## src/rtl/core/gcbf_pkg.sv

```systemverilog
// Shared types and constants for the Gray-chromosome Booth fitness core.
// Used by gcbf_front, gcbf_div_cell and the top level; no dependencies.
package gcbf_pkg;

  localparam int unsigned COORD_W = 16;
  localparam int unsigned BOOTH_W = 35;
  localparam int unsigned QUO_W   = 17;   // fitness, 65536 means one
  localparam int unsigned DIV_W   = 36;   // 2^24 + booth
  localparam int unsigned REM_W   = 41;   // holds the dividend 2^40

  localparam logic [REM_W-1:0] REM_INIT = {1'b1, {(REM_W-1){1'b0}}};
  localparam logic [DIV_W-1:0] ONE_Q24  = 36'h0_0100_0000;
  localparam logic signed [18:0] OFS_A  = 19'sd28672;  // 7.0 in Q.12
  localparam logic signed [18:0] OFS_B  = 19'sd20480;  // 5.0 in Q.12

  typedef struct packed {
    logic signed [COORD_W-1:0] coord_x;
    logic signed [COORD_W-1:0] coord_y;
    logic [BOOTH_W-1:0]        booth;
  } gcbf_res_t;

  typedef struct packed {
    gcbf_res_t          res;
    logic [REM_W-1:0]   rem;
    logic [DIV_W-1:0]   dvs;
    logic [QUO_W-1:0]   quo;
  } gcbf_cell_t;

endpackage

```

## src/rtl/core/gcbf_front.sv

```systemverilog
// Front pipeline: Gray decode, Q4.12 scaling, Booth terms, squares and divisor.
// Four elastic stages; depends on gcbf_pkg.
module gcbf_front #(
  parameter int unsigned CHROMOSOME_BITS = 32
) (
  input  logic                clk,
  input  logic                rst_n,
  input  logic                up_valid,
  input  logic [31:0]         up_chromosome,
  output logic                up_ready,
  output logic                dn_valid,
  output gcbf_pkg::gcbf_cell_t dn_data,
  input  logic                dn_ready
);

  localparam int unsigned HALF = CHROMOSOME_BITS / 2;
  localparam int unsigned LOW  = CHROMOSOME_BITS - HALF;
  localparam int unsigned RSH  = (HALF >= 16) ? HALF - 16 : 0;
  localparam int unsigned LSH  = (HALF < 16) ? 16 - HALF : 0;
  localparam logic [64:0] CB_ONE  = 65'd1 << CHROMOSOME_BITS;
  localparam logic [63:0] CB_MASK = CB_ONE[63:0] - 64'd1;
  localparam logic [63:0] LO_MASK = (64'd1 << LOW) - 64'd1;

  logic [3:0] valid_r;
  logic [3:0] rdy;

  assign rdy[3]   = !valid_r[3] || dn_ready;
  assign rdy[2]   = !valid_r[2] || rdy[3];
  assign rdy[1]   = !valid_r[1] || rdy[2];
  assign rdy[0]   = !valid_r[0] || rdy[1];
  assign up_ready = rdy[0];
  assign dn_valid = valid_r[3];

  always_ff @(posedge clk) begin
    if (!rst_n) begin
      valid_r <= '0;
    end else begin
      if (rdy[0]) valid_r[0] <= up_valid;
      if (rdy[1]) valid_r[1] <= valid_r[0];
      if (rdy[2]) valid_r[2] <= valid_r[1];
      if (rdy[3]) valid_r[3] <= valid_r[2];
    end
  end

  // stage 0: decode and scale
  logic [63:0] bin;
  logic [63:0] xraw, yraw, xsh, ysh;
  logic signed [15:0] x_nxt, y_nxt;
  logic signed [15:0] x0_r, y0_r;

  always_comb begin
    bin = {32'd0, up_chromosome} & CB_MASK;
    // prefix XOR from the top bit down the whole string
    bin = bin ^ (bin >> 1);
    bin = bin ^ (bin >> 2);
    bin = bin ^ (bin >> 4);
    bin = bin ^ (bin >> 8);
    bin = bin ^ (bin >> 16);
    bin = bin ^ (bin >> 32);
    xraw = bin >> LOW;
    yraw = bin & LO_MASK;
    xsh  = (xraw >> RSH) << LSH;
    ysh  = (yraw >> RSH) << LSH;
    // subtracting 32768 from a 17-bit value: flip bit 15, saturate y when bit 16 set
    x_nxt = {~xsh[15], xsh[14:0]};
    y_nxt = ysh[16] ? 16'sh7FFF : {~ysh[15], ysh[14:0]};
  end

  always_ff @(posedge clk) begin
    if (rdy[0]) begin
      x0_r <= x_nxt;
      y0_r <= y_nxt;
    end
  end

  // stage 1: Booth terms in Q.12
  logic signed [18:0] ta_nxt, tb_nxt, ta_r, tb_r;
  logic signed [15:0] x1_r, y1_r;

  always_comb begin
    ta_nxt = {{3{x0_r[15]}}, x0_r} + {{2{y0_r[15]}}, y0_r, 1'b0} - gcbf_pkg::OFS_A;
    tb_nxt = {{2{x0_r[15]}}, x0_r, 1'b0} + {{3{y0_r[15]}}, y0_r} - gcbf_pkg::OFS_B;
  end

  always_ff @(posedge clk) begin
    if (rdy[1]) begin
      ta_r <= ta_nxt;
      tb_r <= tb_nxt;
      x1_r <= x0_r;
      y1_r <= y0_r;
    end
  end

  // stage 2: squares
  logic signed [37:0] sqa, sqb;
  logic [gcbf_pkg::BOOTH_W-1:0] sa_r, sb_r;
  logic signed [15:0] x2_r, y2_r;

  assign sqa = ta_r * ta_r;
  assign sqb = tb_r * tb_r;

  always_ff @(posedge clk) begin
    if (rdy[2]) begin
      sa_r <= sqa[gcbf_pkg::BOOTH_W-1:0];
      sb_r <= sqb[gcbf_pkg::BOOTH_W-1:0];
      x2_r <= x1_r;
      y2_r <= y1_r;
    end
  end

  // stage 3: booth sum and divisor
  logic [gcbf_pkg::BOOTH_W-1:0] booth_nxt;
  gcbf_pkg::gcbf_cell_t out_r;

  assign booth_nxt = sa_r + sb_r;

  always_ff @(posedge clk) begin
    if (rdy[3]) begin
      out_r.res.coord_x <= x2_r;
      out_r.res.coord_y <= y2_r;
      out_r.res.booth   <= booth_nxt;
      out_r.rem         <= gcbf_pkg::REM_INIT;
      out_r.dvs         <= {1'b0, booth_nxt} + gcbf_pkg::ONE_Q24;
      out_r.quo         <= '0;
    end
  end

  assign dn_data = out_r;

endmodule

```

## src/rtl/core/gcbf_div_cell.sv

```systemverilog
// One restoring-division cell: resolves quotient bit SHIFT and passes the rest on.
// Elastic single-entry stage; depends on gcbf_pkg.
module gcbf_div_cell #(
  parameter int unsigned SHIFT = 0
) (
  input  logic                 clk,
  input  logic                 rst_n,
  input  logic                 up_valid,
  input  gcbf_pkg::gcbf_cell_t up_data,
  output logic                 up_ready,
  output logic                 dn_valid,
  output gcbf_pkg::gcbf_cell_t dn_data,
  input  logic                 dn_ready
);

  localparam int unsigned CMP_W = gcbf_pkg::DIV_W + gcbf_pkg::QUO_W;

  logic                 valid_r;
  gcbf_pkg::gcbf_cell_t data_r, data_nxt;
  logic [CMP_W-1:0]     dshift, rem_ext, diff;
  logic                 take;

  assign up_ready = !valid_r || dn_ready;
  assign dn_valid = valid_r;
  assign dn_data  = data_r;

  always_comb begin
    dshift  = {{gcbf_pkg::QUO_W{1'b0}}, up_data.dvs} << SHIFT;
    rem_ext = {{(CMP_W-gcbf_pkg::REM_W){1'b0}}, up_data.rem};
    diff    = rem_ext - dshift;
    take    = rem_ext >= dshift;
    data_nxt = up_data;
    data_nxt.rem = take ? diff[gcbf_pkg::REM_W-1:0] : up_data.rem;
    data_nxt.quo[SHIFT] = take;
  end

  always_ff @(posedge clk) begin
    if (!rst_n) begin
      valid_r <= 1'b0;
    end else if (up_ready) begin
      valid_r <= up_valid;
    end
  end

  always_ff @(posedge clk) begin
    if (up_ready) begin
      data_r <= data_nxt;
    end
  end

endmodule

```

## src/rtl/core/gray_chromosome_booth_fitness_core.sv

```systemverilog
// Gray-chromosome Booth fitness core: top level, front pipeline plus divider chain.
// Depends on gcbf_pkg, gcbf_front and gcbf_div_cell.
//
// Accepts one chromosome per cycle while in_stall is low and returns one transaction per
// chromosome, in order, with decoded x and y (Q4.12), the Booth value (Q.24) and the
// fitness floor(2^40 / (2^24 + booth)) as Q1.16. The path is four front stages
// (decode, Booth terms, squares, divisor) followed by a chain of 17 division cells,
// each resolving one quotient bit per cycle unless stalled. Every stage is elastic,
// so a stalled result only holds back the stages behind it and empty stages still
// fill; sustained throughput is one transaction per cycle when out_stall is low.
// Chromosome bits at and above CHROMOSOME_BITS are ignored.
module gray_chromosome_booth_fitness_core #(
  parameter int unsigned CHROMOSOME_BITS = 32
) (
  input  logic        clk,
  input  logic        rst_n,
  input  logic        in_valid,
  output logic        in_stall,
  input  logic [31:0] in_chromosome,
  output logic        out_valid,
  input  logic        out_stall,
  output logic signed [15:0] out_coord_x,
  output logic signed [15:0] out_coord_y,
  output logic [34:0] out_booth_value,
  output logic [16:0] out_fitness_value
);

  localparam int unsigned NCELL = gcbf_pkg::QUO_W;

  gcbf_pkg::gcbf_cell_t bus   [NCELL+1];
  logic                 vld   [NCELL+1];
  logic                 rdy   [NCELL+1];
  logic                 front_ready;

  gcbf_front #(
    .CHROMOSOME_BITS(CHROMOSOME_BITS)
  ) u_front (
    .clk          (clk),
    .rst_n        (rst_n),
    .up_valid     (in_valid),
    .up_chromosome(in_chromosome),
    .up_ready     (front_ready),
    .dn_valid     (vld[0]),
    .dn_data      (bus[0]),
    .dn_ready     (rdy[0])
  );

  for (genvar k = 0; k < NCELL; k++) begin : g_cell
    gcbf_div_cell #(
      .SHIFT(NCELL - 1 - k)
    ) u_cell (
      .clk     (clk),
      .rst_n   (rst_n),
      .up_valid(vld[k]),
      .up_data (bus[k]),
      .up_ready(rdy[k]),
      .dn_valid(vld[k+1]),
      .dn_data (bus[k+1]),
      .dn_ready(rdy[k+1])
    );
  end

  assign rdy[NCELL] = !out_stall;
  assign in_stall   = !front_ready;

  assign out_valid         = vld[NCELL];
  assign out_coord_x       = bus[NCELL].res.coord_x;
  assign out_coord_y       = bus[NCELL].res.coord_y;
  assign out_booth_value   = bus[NCELL].res.booth;
  assign out_fitness_value = bus[NCELL].quo;

endmodule

```

## config.mk

```make
export PLATFORM = sky130hd
export DESIGN_NAME = gray_chromosome_booth_fitness_core
export DESIGN_NICKNAME = d
export VERILOG_FILES = /design/src/rtl/core/gcbf_pkg.sv /design/src/rtl/core/gcbf_front.sv /design/src/rtl/core/gcbf_div_cell.sv /design/src/rtl/core/gray_chromosome_booth_fitness_core.sv
export SDC_FILE = /design/constraint.sdc
export NUM_CORES = 2
export LEC_CHECK = 0
export BUFFER_PORTS_ARGS = -buffer_cell sky130_fd_sc_hd__buf_2
export CORE_ASPECT_RATIO = 1.5
export CORE_MARGIN = 1
export CORE_UTILIZATION = 40
export CTS_CLUSTER_SIZE = 10
export DETAILED_ROUTE_END_ITERATION = 12
export PLACE_DENSITY_LB_ADDON = 0.05
export SETUP_SLACK_MARGIN = 0.4
export SLEW_MARGIN = 10
export SYNTH_ARGS = -nofsm -noshare
export SYNTH_HDL_FRONTEND = slang
export SYNTH_SLANG_ARGS = --single-unit
```

## constraint.sdc

```tcl
create_clock -name clk -period 36.6 [get_ports clk]
set_clock_uncertainty 0.2 [all_clocks]
set_input_delay 7.32 -clock clk [delete_from_list [all_inputs] [get_ports clk]]
set_output_delay 7.32 -clock clk [all_outputs]
set_load 0.1 [all_outputs]
```

==> impl_metrics.toml <==
[timing]
maxSlewViolCount = 0
hold_viol = 0
tns_ns = 0
max_clock_freq_ghz = 0.05417
relSlewSlack_pct = 16.38
period_needed_ns = 18.46
whs_ns = 0.1771
rsz0062_at_grt = "false"
worst_pin_slew_ns = 1.254
finalSetupViolCount = 0
fin_crit_sh_pct = 50.44

[floorplanning]
core-area_um2 = 314700
io_pins = 122
die_height_um = 691.4
start_util_pct = 40.28
rows = 252
dieArea_um2 = 319200
die_w_um = 461.6

[critical_path]
crit_fanout = 34
cp-startpoint = "out_stall"
crit_path_start_kind = "input pin"
crit_chain = "buf_2, and3_1, inv_6, nor2_1, and2_1, inv_4, nor3_1, buf_4, and3_1, and2_1, nand3_1, buf_4, inv_1, buf_2"
endpoint_kind = "output port"
crit_type = "input pin to output port"
reg2reg_slack_ns = 28.01
cpPeakStageDelay_ns = 0.43
reg2reg_depth = 27
cp.arrival_ns = 10.94
worst-endpoint-required_ns = 29.08
cpMaxStageDelayCell = "and3_1"
worstReg2RegStart = "u_front.tb_r[3]"
r2r-end = "u_front.sb_r[32]"

[logic_synthesis]
synth_async_sr_flop_share_pct = 0
synth-seq-cells = 2302
synth_top_area_share_pct = 54.04
yosysMostFrequentCell = "edfxtp_1"
syn_area_um2 = 126800
synth_edf_count = 2281
synth_compound_area_share_pct = 9.010
synthMuxAreaShare_pct = 1.630
yosysWarningCount = 0
syn-num-nets = 11500
syn_avg_cell_area_um2 = 12.68
synth_top_family_by_area = "adder cells"
ys_top_cells_by_area = "edfxtp_1 (54%), fa_1 (10%), ha_1 (8.1%)"
synth_area_leader_cell = "edfxtp_1"
synth_commonest_cells = "edfxtp_1 (2281), inv_1 (1508), ha_1 (825)"
synth_flop_cell = "edfxtp_1"
synthAdderAreaFrac_pct = 18.24
synth_cell_type_count = 79
synthSimpleGateAreaFrac_pct = 6.818
synth_xor_area_share_pct = 4.484
synthCells = 9996
yosysSeqAreaShare_pct = 54.37

[global_route]
grt_use_met3_pct = 2.097
met2_usage_pct = 36.68
grt.total_usage_pct = 17.55
antenna_found_initial = 2
grt_most_used_layer = "met2"
use_met1_pct = 15.08
grt_start_max_net_pins = 74
grt_pass1_vias = 80220
grt_overflow_total = 0
grt_pass1_wl_mm = 432.6

[cells_and_area]
syn_to_final_growth_pct = 10.34
fin_nets = 11740
postLayoutCoreUtil_pct = 44.45
stdcell_count = 14500
drive_gt1_share_pct = 7.593

[placed_design]
gp_congestion = 0.9183
port_buffers = 121
hpwl_mm = 219.9
dp.cells = 14150

[min_path]
holdPathStages = 0
hold_path.class = "flip-flop to flip-flop"
worstHoldStart = "g_cell[5].u_cell.dn_data[136]"
worstHoldEndpoint = "g_cell[6].u_cell.dn_data[136]"

[clock_network]
clk_path_buf_depth = 4
postCtsSetupBuffers = 0
root_buffer = "clkbuf_16"
clk_pin_slew_ns = 0.05
cts_tree = "built"
numCtsBuffers = 276
cts_resized = 0
ctsHoldBuffers = 0
htreeDepth = 5
clock_latency_ns = 0.85
clock_sinks = 2302

[flow_run]
drv_cap = 0

[status]
status = "completed"

[drt]
ant_nets = 0
first_pass_iters = 5
wl_per_cell_um = 19.09
route.detailed.drc = 0
drt_wl_total_mm = 276.9
vias = 72400
vias_per_cell = 4.992
first_iter_violations = 3158
final cells by class:
cell class | instances | area [um2]
flip-flops and latches | 2302 | 68920
well taps | 4191 | 5244
inverters | 1509 | 5688
repair buffers | 213 | 1296
fillers | 28790 | 174800
diodes | 1 | 2.502
clock inverters | 16 | 152.6
multi-input cells | 5937 | 51170
clock buffers | 335 | 7383
how the worst max path moves through the flow:
stage | end | slack (ns) | cells past startpoint
after floorplan | in_stall | 13.24 | 10
after global placement | in_stall | 18.05 | 14
after detailed placement | in_stall | 18.11 | 14
after CTS | in_stall | 18.07 | 14
after global routing | in_stall | 17.81 | 14
final | in_stall | 18.14 | 14
metal layers:
| metal | routed length (um) | vias to the layer above | part of all wire [%] |
|---|---|---|---|
| li1 | - | 35120 | - |
| met1 | 87550 | 35380 | 32 |
| met2 | 162800 | 1186 | 59 |
| met3 | 7460 | 707 | 2.7 |
| met4 | 19070 | 2 | 6.9 |
| met5 | 13 | - | 0.0047 |
state kept, by name, summed over array words and instances (netlist names), 17 cells and up:
| name | flops |
|---|---|
| g_cell.u_cell.dn_data | 2004 |
| u_front.tb_r | 18 |
| u_front.sb_r | 33 |
| u_front.ta_r | 18 |
| u_front.sa_r | 33 |
| u_front.dn_data | 79 |
| g_cell.u_cell.dn_valid | 17 |
worst max-delay path: cells and delay by family:
kind	cells	cell delay (ns)
buf+inv	7	1.54
simple gates	7	2.05
cell families (layout without fill, tap and decap cells):
logic type | after synthesis | count (layout)
AOI/OAI and AO/OA | 1821 | 1821
xor gates and xnor gates | 626 | 626
adders and majority gates | 1464 | 1464
buffers and inverters | 1757 | 2073
DFF | 2302 | 2302
muxes | 185 | 185
other | 0 | 1
and+or+nand+nor | 1841 | 1841
cell usage in the layout, fill, tap and decap left out, drive strengths merged, types with 75 or more instances in the layout:
cell / count
a21o: 331
a21oi: 525
and2: 130
buf: 213
clkbuf: 335
edfxtp: 2281
fa: 639
ha: 825
inv: 1515
mux2: 171
nand2: 747
nand3: 99
nand4: 75
nor2: 359
nor2b: 127
o21a: 87
o21ai: 434
o21bai: 96
xnor2: 391
xor2: 229
per-stage QoR:
| stage | setup slack [ns] | instance area (um2) |
|---|---|---|
| 2_1_floorplan | 13.24 | 126800 |
| 3_3_place_gp | 18.05 | 132300 |
| 3_5_place_dp | 18.11 | 132300 |
| 4_1_cts | 18.07 | 139900 |
| 5_1_grt | 17.81 | 139900 |
| 6_report | 18.14 | 139900 |
Power is not shown: default switching activity piles up to over one toggle a cycle in this logic, so the estimate is an artifact.
